**config.mk**
```make
export PLATFORM = sky130hd
export DESIGN_NAME = ascii_hex_frame_receiver
export DESIGN_NICKNAME = d
export VERILOG_FILES = /design/src/hdl/abhfr_pkg.sv /design/src/hdl/abhfr_front.sv /design/src/hdl/abhfr_queue.sv /design/src/hdl/abhfr_back.sv /design/src/hdl/ascii_hex_frame_receiver.sv
export SDC_FILE = /design/constraint.sdc
export NUM_CORES = 1
export LEC_CHECK = 0
export BUFFER_PORTS_ARGS = -buffer_cell sky130_fd_sc_hd__buf_2
export CORE_MARGIN = 4
export CORE_UTILIZATION = 60
export DETAILED_ROUTE_END_ITERATION = 8
export GPL_TIMING_DRIVEN = 0
export PLACE_DENSITY = 0.84
export RECOVER_POWER = 25
export SYNTH_ARGS = -nofsm -noshare
export SYNTH_HDL_FRONTEND = slang
export SYNTH_SLANG_ARGS = --single-unit
```
**constraint.sdc**
```tcl
create_clock -name clk -period 15.8 [get_ports clk]
set_clock_uncertainty 0.05 [all_clocks]
set_input_delay 3.16 -clock clk [delete_from_list [all_inputs] [get_ports clk]]
set_output_delay 3.16 -clock clk [all_outputs]
set_load 0.005 [all_outputs]
```
**src/hdl/abhfr_pkg.sv**
```systemverilog
`timescale 1ns / 1ps
`default_nettype none
// ----------------------------------------------------------------------------
// abhfr_pkg: shared types and constants of the ASCII-hex frame receiver
// Character codes, frame limits, register indexes and the frame-end record
// that travels from the front end to the result stage.
// ----------------------------------------------------------------------------
package abhfr_pkg;

    localparam int BUF_DEPTH = 256;
    localparam int CNT_W     = $clog2(BUF_DEPTH + 1);
    localparam int Q_DEPTH   = 4;
    localparam int Q_PTR_W   = $clog2(Q_DEPTH);
    localparam int Q_CNT_W   = $clog2(Q_DEPTH + 1);

    localparam int GAP_W  = 16;
    localparam int ADDR_W = 8;
    localparam int CFG_W  = 16;

    localparam logic       FUNC_BYTE = 1'b0;
    localparam logic       FUNC_TICK = 1'b1;
    localparam logic       END_CR    = 1'b0;
    localparam logic       END_IDLE  = 1'b1;

    localparam logic       REG_GAP   = 1'b0;
    localparam logic       REG_ADDR  = 1'b1;

    localparam logic [7:0] CHAR_TILDE = 8'h7E;
    localparam logic [7:0] CHAR_CR    = 8'h0D;
    localparam int         MIN_FRAME  = 18;
    localparam logic [7:0] GROUP_CODE = 8'h46;
    localparam logic [7:0] RET_NORMAL = 8'h00;
    localparam logic [7:0] RET_ALT_A  = 8'h90;
    localparam logic [7:0] RET_ALT_B  = 8'h91;

    localparam logic [GAP_W-1:0]  GAP_RESET  = 16'd5000;
    localparam logic [ADDR_W-1:0] ADDR_RESET = 8'd2;
    localparam logic [GAP_W-1:0]  IDLE_MAX   = 16'hFFFF;

    // One finished frame, as seen by the front end
    typedef struct packed {
        logic             kind;
        logic             wf;
        logic [CNT_W-1:0] count;
        logic [31:0]      hdr;
    } frame_ev_t;

endpackage : abhfr_pkg
`default_nettype wire

```
**src/hdl/abhfr_front.sv**
```systemverilog
`timescale 1ns / 1ps
`default_nettype none
// ----------------------------------------------------------------------------
// abhfr_front: frame assembly front end
// Tracks the open frame one word at a time, classifies each byte, watches
// the idle gap and posts a record for each frame closed by CR or idle gap.
// ----------------------------------------------------------------------------
module abhfr_front
    import abhfr_pkg::*;
(
    input  wire logic             clk,
    input  wire logic             rst_n,
    input  wire logic             in_accept,
    input  wire logic             func,
    input  wire logic [7:0]       data_byte,
    input  wire logic [GAP_W-1:0] gap_ticks,
    output logic                  ev_valid,
    output frame_ev_t             ev
);

    logic [CNT_W-1:0] count_reg, count_next;
    logic             tilde_reg, tilde_next;
    logic             allhex_reg, allhex_next;
    logic [31:0]      hdr_reg, hdr_next;
    logic [GAP_W-1:0] idle_reg, idle_next;

    function automatic logic [4:0] hex_nib(input logic [7:0] c);
        logic [4:0] r;
        r = 5'd0;
        if (c >= 8'h30 && c <= 8'h39)
            r = {1'b1, 4'(c - 8'h30)};
        else if (c >= 8'h41 && c <= 8'h46)
            r = {1'b1, 4'(c - 8'h37)};
        else if (c >= 8'h61 && c <= 8'h66)
            r = {1'b1, 4'(c - 8'h57)};
        return r;
    endfunction

    always_comb
    begin
        logic             open_frame;
        logic [GAP_W-1:0] idle_inc;
        logic             drop;
        logic [CNT_W-1:0] pos;
        logic             tilde_b;
        logic             allhex_b;
        logic [31:0]      hdr_b;
        logic [4:0]       hx;
        logic [CNT_W-1:0] len;

        count_next  = count_reg;
        tilde_next  = tilde_reg;
        allhex_next = allhex_reg;
        hdr_next    = hdr_reg;
        idle_next   = idle_reg;
        ev_valid    = 1'b0;
        ev          = '0;

        open_frame = (count_reg != '0);
        idle_inc   = (idle_reg == IDLE_MAX) ? idle_reg : idle_reg + GAP_W'(1);
        drop       = (open_frame && (idle_reg > gap_ticks)) ||
                     (count_reg >= CNT_W'(BUF_DEPTH));
        pos        = drop ? '0 : count_reg;
        tilde_b    = drop ? 1'b0 : tilde_reg;
        allhex_b   = drop ? 1'b1 : allhex_reg;
        hdr_b      = drop ? 32'd0 : hdr_reg;
        hx         = hex_nib(data_byte);
        len        = pos + CNT_W'(1);

        if (pos == '0)
            tilde_b = (data_byte == CHAR_TILDE);
        else if (data_byte != CHAR_CR)
        begin
            if (!hx[4])
                allhex_b = 1'b0;
            for (int i = 1; i <= 8; i++)
            begin
                if (pos == CNT_W'(i) && hx[4])
                    hdr_b[(8 - i) * 4 +: 4] = hdr_b[(8 - i) * 4 +: 4] | hx[3:0];
            end
        end

        if (in_accept)
        begin
            if (func == FUNC_TICK)
            begin
                if (open_frame)
                begin
                    if (idle_inc > gap_ticks)
                    begin
                        // idle gap exceeded: report the partial frame and close it
                        ev_valid    = 1'b1;
                        ev.kind     = END_IDLE;
                        ev.wf       = 1'b0;
                        ev.count    = count_reg;
                        ev.hdr      = 32'd0;
                        count_next  = '0;
                        tilde_next  = 1'b0;
                        allhex_next = 1'b1;
                        hdr_next    = 32'd0;
                        idle_next   = '0;
                    end
                    else
                        idle_next = idle_inc;
                end
            end
            else if (data_byte == CHAR_CR)
            begin
                ev_valid    = 1'b1;
                ev.kind     = END_CR;
                ev.wf       = (len >= CNT_W'(MIN_FRAME)) && tilde_b && allhex_b;
                ev.count    = len;
                ev.hdr      = hdr_b;
                count_next  = '0;
                tilde_next  = 1'b0;
                allhex_next = 1'b1;
                hdr_next    = 32'd0;
                idle_next   = '0;
            end
            else
            begin
                count_next  = len;
                tilde_next  = tilde_b;
                allhex_next = allhex_b;
                hdr_next    = hdr_b;
                idle_next   = '0;
            end
        end
    end

    always_ff @(posedge clk or negedge rst_n)
    begin
        if (!rst_n)
        begin
            count_reg  <= '0;
            tilde_reg  <= 1'b0;
            allhex_reg <= 1'b1;
            hdr_reg    <= 32'd0;
            idle_reg   <= '0;
        end
        else
        begin
            count_reg  <= count_next;
            tilde_reg  <= tilde_next;
            allhex_reg <= allhex_next;
            hdr_reg    <= hdr_next;
            idle_reg   <= idle_next;
        end
    end

    a_byte_clears_idle: assert property (@(posedge clk) disable iff (!rst_n)
        (in_accept && func == FUNC_BYTE) |=> (idle_reg == '0))
        else $error("idle count not cleared by a received byte");

    a_cr_closes_frame: assert property (@(posedge clk) disable iff (!rst_n)
        (in_accept && func == FUNC_BYTE && data_byte == CHAR_CR) |=> (count_reg == '0))
        else $error("frame still open after carriage return");

endmodule : abhfr_front
`default_nettype wire

```
**src/hdl/abhfr_queue.sv**
```systemverilog
`timescale 1ns / 1ps
`default_nettype none
// ----------------------------------------------------------------------------
// abhfr_queue: frame-end record queue
// Short first-in first-out store between the front end and the result stage.
// ----------------------------------------------------------------------------
module abhfr_queue
    import abhfr_pkg::*;
(
    input  wire logic      clk,
    input  wire logic      rst_n,
    input  wire logic      wr_en,
    input  wire frame_ev_t wr_item,
    input  wire logic      rd_en,
    output frame_ev_t      rd_item,
    output logic           full,
    output logic           empty
);

    frame_ev_t            mem_reg [Q_DEPTH];
    logic [Q_PTR_W-1:0]   wr_ptr_reg, wr_ptr_next;
    logic [Q_PTR_W-1:0]   rd_ptr_reg, rd_ptr_next;
    logic [Q_CNT_W-1:0]   cnt_reg, cnt_next;
    logic                 do_wr, do_rd;

    assign full    = (cnt_reg == Q_CNT_W'(Q_DEPTH));
    assign empty   = (cnt_reg == '0);
    assign do_wr   = wr_en && !full;
    assign do_rd   = rd_en && !empty;
    assign rd_item = mem_reg[rd_ptr_reg];

    always_comb
    begin
        wr_ptr_next = do_wr ? Q_PTR_W'(wr_ptr_reg + 1'b1) : wr_ptr_reg;
        rd_ptr_next = do_rd ? Q_PTR_W'(rd_ptr_reg + 1'b1) : rd_ptr_reg;
        cnt_next    = cnt_reg;
        if (do_wr && !do_rd)
            cnt_next = cnt_reg + Q_CNT_W'(1);
        else if (do_rd && !do_wr)
            cnt_next = cnt_reg - Q_CNT_W'(1);
    end

    always_ff @(posedge clk)
    begin
        if (do_wr)
            mem_reg[wr_ptr_reg] <= wr_item;
    end

    always_ff @(posedge clk or negedge rst_n)
    begin
        if (!rst_n)
        begin
            wr_ptr_reg <= '0;
            rd_ptr_reg <= '0;
            cnt_reg    <= '0;
        end
        else
        begin
            wr_ptr_reg <= wr_ptr_next;
            rd_ptr_reg <= rd_ptr_next;
            cnt_reg    <= cnt_next;
        end
    end

    a_no_overflow: assert property (@(posedge clk) disable iff (!rst_n)
        wr_en |-> !full)
        else $error("record posted to a full queue");

    a_ptr_gap: assert property (@(posedge clk) disable iff (!rst_n)
        Q_PTR_W'(wr_ptr_reg - rd_ptr_reg) == Q_PTR_W'(cnt_reg))
        else $error("queue pointers disagree with fill count");

endmodule : abhfr_queue
`default_nettype wire

```
**src/hdl/abhfr_back.sv**
```systemverilog
`timescale 1ns / 1ps
`default_nettype none
// ----------------------------------------------------------------------------
// abhfr_back: result stage
// Decodes one frame-end record into header bytes, info length, length word
// and reply check, and holds it in the output register until popped.
// ----------------------------------------------------------------------------
module abhfr_back
    import abhfr_pkg::*;
(
    input  wire logic              clk,
    input  wire logic              rst_n,
    input  wire logic              q_empty,
    input  wire frame_ev_t         q_item,
    output logic                   q_pop,
    input  wire logic [ADDR_W-1:0] expected_address,
    input  wire logic              pop,
    output logic                   empty,
    output logic                   end_kind,
    output logic                   well_formed,
    output logic [8:0]             frame_length,
    output logic [7:0]             version_byte,
    output logic [7:0]             device_address,
    output logic [7:0]             command_group,
    output logic [7:0]             command_or_return,
    output logic [7:0]             info_length,
    output logic [15:0]            length_word,
    output logic                   reply_ok
);

    logic        valid_reg, valid_next;
    logic        kind_reg, wf_reg, ok_reg;
    logic [8:0]  len_reg;
    logic [7:0]  ver_reg, adr_reg, grp_reg, code_reg, info_reg;
    logic [15:0] lw_reg;

    logic [15:0] cnt16, info16;
    logic [11:0] id12;
    logic [3:0]  nsum;
    logic [7:0]  ver_c, adr_c, grp_c, code_c, info_c;
    logic [15:0] lw_c;
    logic        ok_c;

    assign q_pop = !q_empty && (!valid_reg || pop);

    always_comb
    begin
        cnt16  = 16'(q_item.count);
        info16 = cnt16 - 16'(MIN_FRAME);
        id12   = info16[11:0];
        nsum   = id12[11:8] + id12[7:4] + id12[3:0];
        ver_c  = 8'd0;
        adr_c  = 8'd0;
        grp_c  = 8'd0;
        code_c = 8'd0;
        info_c = 8'd0;
        lw_c   = 16'd0;
        ok_c   = 1'b0;
        // malformed and partial frames report zeros past the length
        if (q_item.wf)
        begin
            ver_c  = q_item.hdr[31:24];
            adr_c  = q_item.hdr[23:16];
            grp_c  = q_item.hdr[15:8];
            code_c = q_item.hdr[7:0];
            info_c = info16[7:0];
            lw_c   = {4'(4'd0 - nsum), id12};
            ok_c   = (grp_c == GROUP_CODE) && (adr_c == expected_address) &&
                     ((code_c == RET_NORMAL) || (code_c == RET_ALT_A) ||
                      (code_c == RET_ALT_B));
        end
    end

    always_comb
    begin
        valid_next = valid_reg;
        if (q_pop)
            valid_next = 1'b1;
        else if (pop)
            valid_next = 1'b0;
    end

    always_ff @(posedge clk or negedge rst_n)
    begin
        if (!rst_n)
            valid_reg <= 1'b0;
        else
            valid_reg <= valid_next;
    end

    always_ff @(posedge clk)
    begin
        if (q_pop)
        begin
            kind_reg <= q_item.kind;
            wf_reg   <= q_item.wf;
            len_reg  <= cnt16[8:0];
            ver_reg  <= ver_c;
            adr_reg  <= adr_c;
            grp_reg  <= grp_c;
            code_reg <= code_c;
            info_reg <= info_c;
            lw_reg   <= lw_c;
            ok_reg   <= ok_c;
        end
    end

    assign empty             = !valid_reg;
    assign end_kind          = kind_reg;
    assign well_formed       = wf_reg;
    assign frame_length      = len_reg;
    assign version_byte      = ver_reg;
    assign device_address    = adr_reg;
    assign command_group     = grp_reg;
    assign command_or_return = code_reg;
    assign info_length       = info_reg;
    assign length_word       = lw_reg;
    assign reply_ok          = ok_reg;

    a_ok_needs_wf: assert property (@(posedge clk) disable iff (!rst_n)
        (valid_reg && ok_reg) |-> wf_reg)
        else $error("reply accepted on a malformed frame");

    a_partial_malformed: assert property (@(posedge clk) disable iff (!rst_n)
        (valid_reg && kind_reg == END_IDLE) |-> (!wf_reg && lw_reg == 16'd0))
        else $error("partial frame reported as well formed");

endmodule : abhfr_back
`default_nettype wire

```
**src/hdl/ascii_hex_frame_receiver.sv**
```systemverilog
`timescale 1ns / 1ps
`default_nettype none
// ----------------------------------------------------------------------------
// ascii_hex_frame_receiver: serial ASCII-hex frame receiver top level
// Holds the configuration registers and joins front end, record queue and
// result stage.
//
// Channel   Direction  Handshake          Word
// input     in         push / full        func, data_byte
// result    out        empty / pop        end_kind .. reply_ok (10 fields)
// config    in         cfg_we             cfg_index, cfg_data
//
// One input word per cycle while full is low. A result reaches the ports
// through the record queue: the front end posts a record at the accept
// edge, the result stage loads it once its register is empty or popped.
// full rises only when the four-entry record queue is full, which takes the
// result register to be held by a low pop.
// Reset clears the frame state, the queue and the result register and loads
// gap_ticks 5000 and expected_address 2.
// ----------------------------------------------------------------------------
module ascii_hex_frame_receiver
    import abhfr_pkg::*;
(
    input  wire logic             clk,
    input  wire logic             rst_n,
    input  wire logic             push,
    output logic                  full,
    input  wire logic             func,
    input  wire logic [7:0]       data_byte,
    output logic                  empty,
    input  wire logic             pop,
    output logic                  end_kind,
    output logic                  well_formed,
    output logic [8:0]            frame_length,
    output logic [7:0]            version_byte,
    output logic [7:0]            device_address,
    output logic [7:0]            command_group,
    output logic [7:0]            command_or_return,
    output logic [7:0]            info_length,
    output logic [15:0]           length_word,
    output logic                  reply_ok,
    input  wire logic             cfg_we,
    input  wire logic             cfg_index,
    input  wire logic [CFG_W-1:0] cfg_data
);

    logic [GAP_W-1:0]  gap_reg, gap_next;
    logic [ADDR_W-1:0] addr_reg, addr_next;
    logic              in_accept;
    logic              ev_valid;
    frame_ev_t         ev;
    logic              q_full, q_empty, q_pop;
    frame_ev_t         q_item;

    assign full      = q_full;
    assign in_accept = push && !q_full;

    always_comb
    begin
        gap_next  = gap_reg;
        addr_next = addr_reg;
        if (cfg_we)
        begin
            unique case (cfg_index)
                REG_GAP:  gap_next  = cfg_data[GAP_W-1:0];
                REG_ADDR: addr_next = cfg_data[ADDR_W-1:0];
                default:  ;
            endcase
        end
    end

    always_ff @(posedge clk or negedge rst_n)
    begin
        if (!rst_n)
        begin
            gap_reg  <= GAP_RESET;
            addr_reg <= ADDR_RESET;
        end
        else
        begin
            gap_reg  <= gap_next;
            addr_reg <= addr_next;
        end
    end

    abhfr_front u_front (
        .clk       (clk),
        .rst_n     (rst_n),
        .in_accept (in_accept),
        .func      (func),
        .data_byte (data_byte),
        .gap_ticks (gap_reg),
        .ev_valid  (ev_valid),
        .ev        (ev)
    );

    abhfr_queue u_queue (
        .clk     (clk),
        .rst_n   (rst_n),
        .wr_en   (ev_valid),
        .wr_item (ev),
        .rd_en   (q_pop),
        .rd_item (q_item),
        .full    (q_full),
        .empty   (q_empty)
    );

    abhfr_back u_back (
        .clk               (clk),
        .rst_n             (rst_n),
        .q_empty           (q_empty),
        .q_item            (q_item),
        .q_pop             (q_pop),
        .expected_address  (addr_reg),
        .pop               (pop),
        .empty             (empty),
        .end_kind          (end_kind),
        .well_formed       (well_formed),
        .frame_length      (frame_length),
        .version_byte      (version_byte),
        .device_address    (device_address),
        .command_group     (command_group),
        .command_or_return (command_or_return),
        .info_length       (info_length),
        .length_word       (length_word),
        .reply_ok          (reply_ok)
    );

endmodule : ascii_hex_frame_receiver
`default_nettype wire

```
# After elaboration in Yosys (flattened, before gate mapping)
# Memory sizes are Yosys's and may differ from the RTL's.
# Cells that the tools add are included.
totals:
  wordCells: 171
  output_inout_bits: 70
  inputBits: 31
  ff_bits: 159
  mem_bits_rw: 172
  memories: 1
memory_table:
  columns: ["memory", "depth", "width", "rd", "rd_clocked_by_memory_dff", "wr", "line", "text"]
  rows:
  - ["u_queue.mem_reg", 4, 43, 1, 0, 1, "abhfr_queue.sv:20", "frame_ev_t mem_reg [Q_DEPTH];"]
op_classes:
  n_bitwise: 9
  reduce_logical: 41
  order_cmp: 10
  mux: 57
  n_addsub: 13
  eq_ne: 19
op_table:
  columns: ["cell", "n"]
  rows:
  - ["$mux W32", 7]
  - ["$mux W43", 4]
  - ["$mux W16", 4]
  - ["$mux W9", 5]
  - ["$mux W42", 1]
  - ["$eq A9 B3 Y1 const B", 4]
  - ["$gt A16 B16 Y1", 2]
  - ["$mux W4", 8]
  - ["$or A4 B4 Y4", 8]
  - ["$mux W1", 23]
  - ["$logic_and A1 B1 Y1", 22]
  - ["$eq A9 B2 Y1 const B", 2]
  - ["$add A16 B1 Y16 const B", 1]
  - ["$eq A16 B16 Y1 const B", 1]
  - ["$eq A8 B7 Y1 const B", 2]
  - ["$eq A8 B8 Y1 const B", 2]
  - ["$ge A8 B7 Y1 const B", 2]
  - ["$le A8 B7 Y1 const B", 2]
  - ["$mux W5", 3]
  - ["$sub A9 B5 Y10 const B", 1]
  - ["$add A9 B1 Y9 const B", 1]
  - ["$eq A9 B1 Y1 const B", 1]
  - ["$eq A9 B4 Y1 const B", 1]
  - ["$ge A9 B5 Y1 const B", 1]
  - ["26 further kinds", 41]

# Depth between registers and ports, before layout
# Gate-level depths: netlist (run 1).
depth:
  depth_word: 12
  ltp_mapped: 20
  depth_no_buf: 20

# Cells and area by module
# Synthesis (run 1) repeated with hierarchy kept, for this count alone.
hier_totals:
  hier_cells: 974
  hier_area_um2: 14650.3
by_module_without_submodules:
  columns: ["module", "n_inst", "area_per_inst_um2", "cells_per_inst", "seq_area_each_um2"]
  rows:
  - ["abhfr_queue", 1, 6693.9, 261, 5340.1]
  - ["abhfr_front", 1, 4354.2, 482, 1477.7]
  - ["abhfr_back", 1, 2643.8, 178, 1766.7]
  - ["ascii_hex_frame_receiver", 1, 958.4, 53, 608.1]

# Worst setup path before layout (run 1)
# No wires, ideal clock.
synth_path:
  path_kind: "input -> register"
  from: "input port pop"
  to: "register u_queue.cnt_reg[1]"
  setup_time_ns: 0.125
  required_ns: 15.625
  path_slack_ns: 8.243
  arrival_ns: 7.383
  stages: 7
  path_buffers: 0
  path_cell_list: "inv_1 > a21oi_1 > inv_1 > ha_1 > inv_1 > fa_1 > mux2_2"
synth_between:
  elab_chain_len: 6
  word_cells_on_any_way: 8
  classes_between: "mux: 1; reduce/logical: 7"
synth_rtl:
  columns: ["item", "line", "text"]
  rows:
  - ["start, declared", "ascii_hex_frame_receiver.sv:31", "input wire logic pop,"]
  - ["$logic_or A1 B1 Y1", "abhfr_back.sv:44", "assign q_pop = !q_empty && (!valid_reg || pop);"]
  - ["$logic_and A1 B1 Y1", "abhfr_back.sv:44", null]
  - ["net q_pop", "ascii_hex_frame_receiver.sv:52", "logic q_full, q_empty, q_pop;"]
  - ["$logic_and A1 B1 Y1", "abhfr_queue.sv:29", "assign do_rd = rd_en && !empty;"]
  - ["$logic_not A1 Y1", "abhfr_queue.sv:37", "if (do_wr && !do_rd)"]
  - ["$logic_and A1 B1 Y1", "abhfr_queue.sv:37", null]
  - ["$mux W3", "abhfr_queue.sv:37", null]
  - ["net u_queue.cnt_next[1]", "abhfr_queue.sv:23", "logic [Q_CNT_W-1:0] cnt_reg, cnt_next;"]
  - ["end signal, assigned", "abhfr_queue.sv:61", "cnt_reg <= cnt_next;"]
  - ["end, declared", "abhfr_queue.sv:23", null]
# The timed path passes the listed nets, and every way through them passes these cells.
# A chain may end at the register's enable or synchronous reset.

==> results of run 1 <==
## cell usage after synthesis (5+ instances only)
cell type	number
a21oi_1	35
o21ai_0	44
edfxtp_1	230
or2_2	5
nor2_1	40
a22o_1	21
dfrtp_1	84
o2bb2ai_1	15
nand4_1	14
xnor2_1	19
buf_2	10
mux2_2	14
and2_1	44
buf_1	5
ha_1	52
nor4_1	6
and3_1	40
buf_4	11
xor2_1	13
mux4_2	42
nand2b_1	7
mux2i_1	7
clkbuf_1	25
o211ai_1	6
a32o_1	7
inv_1	46
nor3_1	21
nand3_1	18
nand2_1	73
dfstp_2	7
a21o_1	5
## routing by layer
layer / wire length [µm] / up-vias
li1: - / 4167
met1: 13400 / 4568
met2: 15600 / 470
met3: 2660 / 60
met4: 808 / 0
met5: 0 / -
## cell type report
cell class	instances	area, µm²
flip-flops and latches	321	9190
fillers	1526	7010
multi-input cells	613	4920
clock buffers	38	812
repair buffers	107	628
well taps	319	399
plain buffers	51	240
clock inverters	20	233
inverters	46	173
## kinds of logic (layout without fill, tap and decap cells)
kind of cell	after synthesis	in the layout	synth area share, %
flip-flops	321	321	63.3
AND/OR/NAND/NOR	293	293	10.8
AO/OA/AOI/OAI	169	169	8.04
buffers and inverters	97	262	2.88
multiplexers	63	63	8.08
adder cells (fa/ha/maj)	56	56	5.03
XOR/XNOR	32	32	1.93
## worst paths after layout
check / startpoint / to / slack, ps / cells past startpoint
worst min-delay path: u_queue.cnt_reg[2]$_DFFE_PN0P_ / u_queue.cnt_reg[2]$_DFFE_PN0P_ / 440 / 1
min in group asynchronous: rst_n / u_front.idle_reg[6]$_DFFE_PN0P_ / 2960 / 1
worst max-delay path: rst_n / u_front.hdr_reg[11]$_DFFE_PN0P_ / 8880 / 2
max in group clk: data_byte[1] / u_queue.mem_reg[3][37]$_DFFE_PP_ / 9950 / 9
worst max register to register: u_front.idle_reg[0]$_DFFE_PN0P_ / u_queue.cnt_reg[2]$_DFFE_PN0P_ / 10190 / 20
worst min register to register: u_queue.cnt_reg[2]$_DFFE_PN0P_ / u_queue.cnt_reg[2]$_DFFE_PN0P_ / 440 / 1
## through the flow
step / std cells / power [mW] / setup slack [ps]
floorplan: 1031 / 1.72 / 8240
global placement: 1450 / 1.97 / 6650
detailed placement: 1457 / 2.00 / 9450
CTS: 1515 / 2.76 / 10020
global route: 1515 / 2.90 / 7860
finish: 1515 / 2.74 / 8880
## power groups by stage
| stage | sequential (mW) | combinational, mW | clock (mW) |
|---|---|---|---|
| finish | 1.11 | 0.879 | 0.753 |
| global route | 1.12 | 0.980 | 0.797 |
| CTS | 1.11 | 0.892 | 0.760 |
| detailed placement | 1.13 | 0.871 | 0 |
| global placement | 1.13 | 0.836 | 0 |
| floorplan | 1.13 | 0.589 | 0 |
==> metrics list, run 1 <==
* Run status: complete, but fails checks
* Failing checks: capacitance limit, slew limit
- Register area share after synthesis: between 60% and 70%
- Number of port buffers: 100
* Relative slew margins: -121%
- Clock tree from TritonCTS: yes
* GRT met1 Usage: 35.6%
- In the routed layout, each cell is associated on average with a via count of between 6 and 7.
- Most Used Layer, Global Route: met2
- The tool flagged a number of max-cap violations equal to 3.
* Dominant cell type by area after synthesis: edfxtp_1
- Number of CTS-inserted buffers: 31
- Core box area: roughly 24000 µm²
- Wires add up to between 30000 and 40000 µm.
- For this run, the post-layout net count is 1258.
* Number of setup buffers added after CTS: 0
- Synthesized area per cell: 14.1 µm²
* Cells traversed along the worst timing path: clkbuf_1 > clkbuf_1
- Capturing element type of the critical path: asynchronous set/reset pin
* Pint: ~1.9 mW
- Maximum achievable frequency: about 140 MHz
- In this run, the combinational gates consume between 30% and 40% of the power.
* Overall via count from detail_route: between 9000 and 10000
- Sequential cells account for around 41% of the total power.
- For this run, design rule violations remaining after detail routing come to 0.
* I/O pin total: between 100 and 150
* Area of the die: roughly 27000 µm²
- Entering global routing, the biggest net connects slightly above 60 pins.
- Final slew viol count: between 100 and 150
- The analysis attributes to net switching a power of between 800 and 900 µW.
- For met2 alone, demand over resource in global routing was 40.4%.
* Final total negative setup slack: 0 ps
- Critical Path Source Type: input port
- Number of buffers inserted by hold repair at cts: 0
- After floorplanning, the core was divided into 56 placement rows.
- The first global-routing pass estimated 51500 µm of wire.
* Max reg flops: approximately 170
* Library cell used as clock root buffer: clkbuf_16
* Pre-Repair DR Iteration Count: 7
* Non-Filler Cell Area, Final: roughly 17000 µm²
- CTS Buffer Depth: 3
- The synthesized netlist occupies a cell area of 14500 µm².
- During synthesis, Yosys emitted a total of 0 warnings.
- Worst Max-Slew Pin Slew: 3310 ps
- Iter 0 DRT Violations: about 1100
* Number of sinks on the clock net: between 300 and 400
* Clock latency reported for the late side of the worst-skew pair: 570 ps
- In the global route stage, met3 resource usage came out at 3.31%.
- Number of different library cells in the post-synthesis netlist: 70
- For this design the static power due to leakage is between 6 and 7 nW.
- Area delta synth->final: 14.3%
- The number of antenna diodes in the final layout is 0.
* Synth top area share: between 40% and 50%
- In the final routed layout, each cell accounts on average for around 21 µm.
- Gates resized, CTS repair: 0
- Pwr Density: approximately 170 nW/µm²
- On the final layout, the worst hold slack is 436 ps.
* Count of state elements after synthesis: about 320
- Once detail routing completed, the nets flagged for antenna violations numbered 0.
- Dominant cells by area after synthesis: edfxtp_1 48%, dfrtp_1 14%, mux4_2 6.5%
* Predominant post-synthesis flop cell: edfxtp_1
- The clock period could shrink to between 6000 and 7000 ps.
- Critical-path maximum fanout: between 60 and 70
- In this run switching power makes up a little under a third of total power.
* Final Core Density: 70.3%
- On the worst path, the slowest cell contributes a delay of roughly 2400 ps.
* Clk network pwr share: between 20 and 30%
- In the synthesized netlist the async set-or-reset flop fraction comes to between 20% and 30%.
- Yosys mapped a number of flops with a built-in enable equal to 230.
- The critical path is of the input port to asynchronous set/reset pin type.
- The floorplan step set the die height to 164 µm.
- Final worst-path cycle share: ~44%
- Overall track demand over capacity in global routing: 24.8%
- Number of global-route vias before repair: 9265
- Gp weighted congestion: approximately 0.90
- Antenna violations before repair: 0
- In this run the number of H-tree levels came out at 1.
- Counting both buffers and inverters, the worst setup path holds a total of 2.
- The floorplan step set the die width to between 150 and 200 µm.
* Unrepaired setup endpoints after global routing: false
- Setup violations remaining at the end of the flow were counted as 0.
* Final HPWL DP: 22100 µm
- The cell that appears most often on the critical path is clkbuf_1.
* Worst-path clk slew: 70 ps
- Commonest cells after routing, fill and taps aside: 230 x edfxtp_1, 103 x buf_2, 84 x dfrtp_1
- Critical path data arrival time: ~6800 ps
- The tightest min-delay check is of the flip-flop to flip-flop type.
* Gr ovfl total: 0
* Synthesized instance count: around 1000
- Count of final hold-check violations: 0
- Most common cell after layout, fill and taps aside: edfxtp_1
* Initial Util: approximately three fifths
- Proportion of layout cells with a drive suffix above 1: a little over a fifth
* Standard cell with the maximum stage delay on the critical path: clkbuf_1
* Data required time of the critical path: approximately 16000 ps
- Across the VDD grid, the largest voltage drop is between 0.0001 and 0.00015 V.
* Instance area after placement: approximately 16000 µm²
* Critical path's top delay family: buffers and inverters
- Counting every net in the synthesized netlist gives 1118.
Note: power is estimated with default switching activity, not from simulation.
==> inputs of run 2 (changes only) <==
clock period = 6.7 ns   (was 15.8 ns; I/O delays follow)
==> run 2 against run 1 <==
  * The run still ends with capacitance limit, slew limit left
  * Non-clock buffer count did not move
  * Core utilization fell by 0.15 points
  * Count of clock-buffer cells in the layout did not move
  * Clock power rose by 140%
  * Global-route usage did not move
  * Critical path depth rose by 18
  * Combinational power rose by 130%
  * Wire length rose by 0.34%
  * Largest power group unchanged
  * Highest routed layer unchanged
==> metrics list, run 2 (synthesis results as in run 1) <==
- The number of endpoints failing setup at the final stage came to 0 (unchanged).
- The actual slew at the worst max-slew pin is 3330 ps (+15.8 ps).
- The total number of placement rows is 56 (unchanged).
- Number of global-route vias before repair: 9265 (unchanged)
- Final slew viol count: 143 (+36%)
* Commonest cells after routing, fill and taps aside: 230 x edfxtp_1, 106 x buf_2, 84 x dfrtp_1
- Number of standard cells in the final layout excluding fillers: 1515 (unchanged)
* Antenna fix cells: 0 (unchanged)
- The number of instances resized during post-cts repair came to 0 (unchanged).
* Max-capacitance violation count: 4 (+1)
- The wire length of the first global-routing pass came to 51500 µm (unchanged).
* Mean routed wirelength per cell: 21.5 µm (+0.34%)
* Minimum period implied by the final worst setup slack: approximately 5600 ps
- Pin count of the biggest net entering global routing: 62 (unchanged)
- TritonCTS built the clock tree.
* Proportion of layout cells with a drive suffix above 1: 21.4% (+0.084 points)
* Most common cell after layout, fill and taps aside: edfxtp_1
- I/O pin total: 101 (unchanged)
- The clock network latency to the later pin of the worst-skew pair was 570 ps (about the same).
- The largest driver fanout on the critical path was 7 (-89%).
- Number of setup buffers added after CTS: 0 (unchanged)
- The number of placed instances, taps included was 1457 (unchanged).
- Number of CTS-inserted buffers: 31 (unchanged)
* Drt via density: 6.10 (-0.33%)
* Core box area: 23600 µm² (unchanged)
- Net total in the final layout: 1258 (unchanged)
* Antenna violations before repair: 0 (unchanged)
- The number of violations reported at the end of detailed-routing iteration 0 came to 1008 (-6.1%).
- Worst-path clk slew: 70 ps (about the same)
- CTS Buffer Depth: 3 (unchanged)
- The critical path data arrival time is 6080 ps (-720 ps).
* Overall via count from detail_route: 9234 (-0.33%)
* Cells traversed along the worst timing path: ha_1 > nand2_1 > nor3_1 > nand2_1 > nand2b_1 > nor3_1 > xor2_1 > ha_1 > o21a_1 > nor2_1 > a2111oi_0 > a211o_1 > o211ai_1 > nor2_1 > ha_1 > inv_1 > fa_1 > xor2_1 > nor2_1 > xor2_1
* Initial Util: 61.5% (unchanged)
- Worst hold path class: flip-flop to flip-flop
* Pre-Repair DR Iteration Count: 5 (-2)
- Total wirelength of the detailed-routed design: 32500 µm (+0.34%)
* Total DRC errors in the routed layout: 0 (unchanged)
* Peak supply drop: 0.000271 V (+140%)
* Failing checks: capacitance limit, slew limit
* Critical path class: flip-flop to flip-flop
- The die boundary width is 164 µm (unchanged).
* Unrepaired setup endpoints after global routing: false
- Compared with the post-synthesis result, the final layout area differs by 14.0%.
* Final HPWL DP: 22100 µm (unchanged)
* Maximum achievable frequency: 177 MHz
- The count of input and output buffers was 100 (unchanged).
* Gp weighted congestion: 0.902 (unchanged)
* Library cell used as clock root buffer: clkbuf_16
- Pwr Density: 390 nW/µm² (+140%)
- The cts-stage hold buffer count is 0 (unchanged).
- Number of sinks on the clock net: 321 (unchanged)
- The worst endpoint required time is 7140 ps (-8550 ps).
- The relative slew slack was -122% (-1.1 points).
- Max reg flops: 172 (unchanged)
- The global-route usage over all layers came to 24.8% (unchanged).
- The remaining global-route overflow is 0 (unchanged).
* Number of routed nets with antenna violations: 0 (unchanged)
- Slowest cell delay on critical path: 620 ps (-1790 ps)
- The floorplan die area came to 26800 µm² (unchanged).
- Run status: complete, but fails checks
- The total leakage power is 6.68 nW (about the same).
* Final worst-path cycle share: between 80% and 90%
* Level count of the clock H-tree: 1 (unchanged)
* Standard cell with the maximum stage delay on the critical path: nor3_1
- The final hold violation count was 0 (unchanged).
* Critical Path Source Type: flip-flop
* Final Core Density: 70.2% (-0.15 points)
* Vertical die dimension: 164 µm (unchanged)
* Capturing element type of the critical path: flip-flop
run 2: changes by cell type in the layout (fill, tap and decap cells not counted), sizes merged:
| cell | previous run | this run |
|---|---|---|
| buf | 125 | 126 |
| clkbuf | 71 | 70 |
run 2: final timing paths:
check	start	endpoint	slack, ps	depth (start not counted)
max in group asynchronous	rst_n	u_front.hdr_reg[11]$_DFFE_PN0P_	1590	2
min reg2reg	u_queue.cnt_reg[2]$_DFFE_PN0P_	u_queue.cnt_reg[2]$_DFFE_PN0P_	440	1
max	u_front.idle_reg[0]$_DFFE_PN0P_	u_queue.cnt_reg[2]$_DFFE_PN0P_	1060	20
min	u_queue.cnt_reg[2]$_DFFE_PN0P_	u_queue.cnt_reg[2]$_DFFE_PN0P_	440	1
min in group asynchronous	rst_n	u_front.idle_reg[6]$_DFFE_PN0P_	1140	1
max reg2reg	u_front.idle_reg[0]$_DFFE_PN0P_	u_queue.cnt_reg[2]$_DFFE_PN0P_	1060	20
run 2: final cells by class:
| cell class | instances | area, µm² |
|---|---|---|
| clock buffers | 38 | 812 |
| repair buffers | 107 | 588 |
| plain buffers | 51 | 244 |
| multi-input cells | 613 | 4920 |
| fillers | 1530 | 7050 |
| inverters | 46 | 173 |
| well taps | 319 | 399 |
| clock inverters | 20 | 233 |
| flip-flops and latches | 321 | 9190 |
run 2: stage by stage:
step / cell area (µm²) / power (mW) / setup TNS (ps) / worst slack [ps] / hold slack, ps
CTS: 16600 / 6.52 / 0 / 1150 / 436
finish: 16600 / 6.47 / 0 / 1060 / 436
global route: 16600 / 6.83 / 0 / 585 / 445
floorplan: 14500 / 4.06 / 0 / 963 / 398
detailed placement: 15600 / 4.71 / 0 / 1170 / 421
global placement: 15400 / 4.64 / -1230 / -629 / 414
run 2: power by group:
part / total [mW] / switching, mW / internal (mW)
combinational: 2.06 / 1.14 / 0.920
clock: 1.78 / 0.756 / 1.02
sequential: 2.62 / 0.121 / 2.50
total: 6.47 / 2.02 / 4.45
run 2: metal layers:
metal	up-vias	GRT usage, %	wire length, µm
met5	-	0	0
li1	4166	-	-
met4	0	7.24	818
met3	63	3.31	2710
met1	4551	35.6	13500
met2	454	40.4	15500
run 2: worst max-delay path: cells and delay by family, from the launching register on:
| kind | cells | cell delay (ps) |
|---|---|---|
| buffers and inverters | 1 | 60 |
| and+or+nand+nor | 8 | 2110 |
| adders and majority gates | 4 | 1260 |
| xor gates and xnor gates | 3 | 500 |
| DFF | 1 | 450 |
| AOI/OAI and AO/OA | 4 | 1120 |
==> inputs of run 3 (changes only) <==
clock period = 5.6 ns   (was 6.7 ns; I/O delays follow)
==> run 3 against run 2 <==
  * The flow still finishes with violations (capacitance limit, slew limit)
  * Sequential share of layout area decreased by 0.063 points
  * Flip-flop and latch count unchanged
  * Via count about the same
  * Die area unchanged
  * Critical path depth unchanged
  * Count of clock-buffer cells in the layout unchanged
  * First-iteration DRC count decreased by 3.5%
  * Wire length increased by 0.19%
  * Maximum frequency increased by 9.7%
  * Largest cell class unchanged
  * Register-to-register slack got worse by 600 ps
  * Setup slack got worse by 600 ps
  * Non-clock buffer count unchanged
==> metrics list, run 3 (synthesis results as in run 1) <==
- Run status: complete, but fails checks
- The checks that failed: capacitance limit, slew limit.
- The die outline height was 164 µm (unchanged).
- The remaining global-route overflow was 0 (unchanged).
- The maximum level of the CTS H-tree is 1 (unchanged).
- Total wirelength of the detailed-routed design: 32600 µm (+0.19%)
* Clock latency reported for the late side of the worst-skew pair: 570 ps (about the same)
- Number of global-route vias before repair: 9265 (unchanged)
* Overall track demand over capacity in global routing: 24.8% (unchanged)
* Overall via count from detail_route: 9231 (-0.032%)
- Antenna violations before repair: 0 (unchanged)
- Number of sinks on the clock net: 321 (unchanged)
* Number of routed nets with antenna violations: 0 (unchanged)
* Final HPWL DP: 22100 µm (unchanged)
- The count of input and output buffers is 100 (unchanged).
* Pin count of the biggest net entering global routing: 62 (unchanged)
- The tree is rooted in a clkbuf_16.
* Initial Util: 61.5% (unchanged)
- Std cell rows: 56 (unchanged)
- The setup path with the least slack is of type flip-flop to flip-flop.
* Critical-path maximum fanout: 7 (unchanged)
- The power density over cell area came to 466 nW/µm² (+19%).
- Worst hold path class: flip-flop to flip-flop
- Max-capacitance violation count: 4 (unchanged)
* Instance area after placement: 15600 µm² (unchanged)
* CTS Buffer Depth: 3 (unchanged)
- STA classifies the critical path endpoint as a flip-flop.
- Setup repair after global routing left no endpoint under its margin.
* Non-Filler Cell Area, Final: 16600 µm² (+0.11%)
- Core box area: 23600 µm² (unchanged)
- The actual slew at the worst max-slew pin was 2810 ps (-519 ps).
- Iter 0 DRT Violations: 973 (-3.5%)
* Max reg flops: 172 (unchanged)
- Final slew viol count: 143 (unchanged)
- Setup violation total in the final timing report: 0 (unchanged)
* Area delta synth->final: 14.1%
- Final worst-path cycle share: 91.8% (+7.6 points)
- I/O pin total: 101 (unchanged)
- The die boundary width came to 164 µm (unchanged).
- The number of antenna cells inserted was 0 (unchanged).
- Worst-path clk slew: 70 ps (about the same)
- Critical path data arrival time: 5580 ps (-500 ps)
- The top cell types in the final layout, fill and taps aside, are 230 x edfxtp_1, 107 x buf_2, 84 x dfrtp_1.
- Number of CTS-inserted buffers: 31 (unchanged)
- Number of setup buffers added after CTS: 0 (unchanged)
- Leaving out fill and tap cells, the most frequent cell in the layout is edfxtp_1.
- Wire length of the first global-routing pass: 51500 µm (unchanged)
* Minimum period implied by the final worst setup slack: 5140 ps (-501 ps)
- Relative slew margins: -87.2% (+35 points)
- Gp weighted congestion: 0.902 (unchanged)
- The length of the first detailed-routing pass in iterations was 5 (unchanged).
* Count of final hold-check violations: 0 (unchanged)
- Critical Path Source Type: flip-flop
* Clock tree from TritonCTS: yes
- The detailed-route wire length per cell was 21.5 µm (+0.19%).
- Proportion of layout cells with a drive suffix above 1: 21.7% (+0.25 points)
- Net total in the final layout: 1258 (unchanged)
- Data required time of the critical path: 6040 ps (-1100 ps)
- Drt via density: 6.09 (about the same)
- The worst IR drop on VDD came to 0.000325 V (+20%).
- The post-route DRC violation count came to 0 (unchanged).
* Static leakage power: 6.70 nW (+0.22%)
- The maximum clock frequency is 194 MHz (+9.7%).
- Area of the die: 26800 µm² (unchanged)
- The post-route core utilization is 70.2% (+0.079 points).
## run 3: cell types whose count changed in the layout (fill, tap and decap cells not counted), sizes merged
cell          change
buf               +1
clkbuf            -2
dlymetal6s4s      +1
## run 3: final timing paths
path / slack (ps) / startpoint / to / depth (start not counted)
setup / recovery: 460 / u_front.idle_reg[0]$_DFFE_PN0P_ / u_queue.cnt_reg[2]$_DFFE_PN0P_ / 20
max in group asynchronous: 1060 / rst_n / u_front.hdr_reg[11]$_DFFE_PN0P_ / 2
setup reg to reg: 460 / u_front.idle_reg[0]$_DFFE_PN0P_ / u_queue.cnt_reg[2]$_DFFE_PN0P_ / 20
min in group asynchronous: 920 / rst_n / gap_reg[10]$_DFFE_PN0P_ / 1
hold / removal: 440 / u_queue.cnt_reg[2]$_DFFE_PN0P_ / u_queue.cnt_reg[2]$_DFFE_PN0P_ / 1
hold reg to reg: 440 / u_queue.cnt_reg[2]$_DFFE_PN0P_ / u_queue.cnt_reg[2]$_DFFE_PN0P_ / 1
## run 3: metal layers
metal  share of wire, %  wire length, µm  GRT usage, %  vias up
met4                2.6              850          7.24        0
li1                   -                -             -     4168
met5                  0                0             0        -
met3                8.2             2660          3.31       63
met2                 48            15500          40.4      448
met1                 42            13600          35.6     4552
## run 3: what timing repair did
item | 4_1_cts | 5_1_grt
hold buffers | 0 | 0
setup endpoints to repair | 0 | 194
gates resized for setup | 0 | 3
## run 3: per-stage QoR
step           setup slack (ps)  TNS [ps]  std cells  total power, mW  hold WS, ps
6_report                    458         0       1515             7.74          436
5_1_grt                     119         0       1515             8.17          445
4_1_cts                    45.3         0       1515             7.80          436
3_5_place_dp               67.4         0       1457             5.63          421
3_3_place_gp              -1510   -209640       1450             5.55          414
2_1_floorplan              82.5         0       1031             4.86          398
## run 3: report_power, final
| part | switching (mW) | internal [mW] | leakage (nW) |
|---|---|---|---|
| Combinational | 1.36 | 1.10 | 2.72 |
| Clock | 0.903 | 1.23 | 0.500 |
| Sequential | 0.145 | 3.00 | 3.47 |
| Total | 2.41 | 5.32 | 6.70 |
## run 3: worst max-delay path, stage by stage (launching register included)
cell	delay (ps)
dfrtp_1	450
ha_1	280
nand2_1	90
nor3_2	420
nand2_1	310
nand2b_1	310
nor3_1	100
xor2_1	170
ha_1	360
o21a_1	140
nor2_1	50
a2111oi_1	490
a211o_1	200
o211ai_1	220
nor2_2	340
ha_1	240
inv_1	60
fa_1	370
xor2_1	180
nor2_1	110
xor2_1	150
## run 3: final cells by class
| class | instances | area [µm²] |
|---|---|---|
| Buffer | 51 | 245 |
| Clock buffer | 38 | 812 |
| Clock inverter | 20 | 233 |
| Fill cell | 1528 | 7030 |
| Inverter | 46 | 173 |
| Multi-Input combinational cell | 613 | 4930 |
| Sequential cell | 321 | 9190 |
| Tap cell | 319 | 399 |
| Timing Repair Buffer | 107 | 597 |
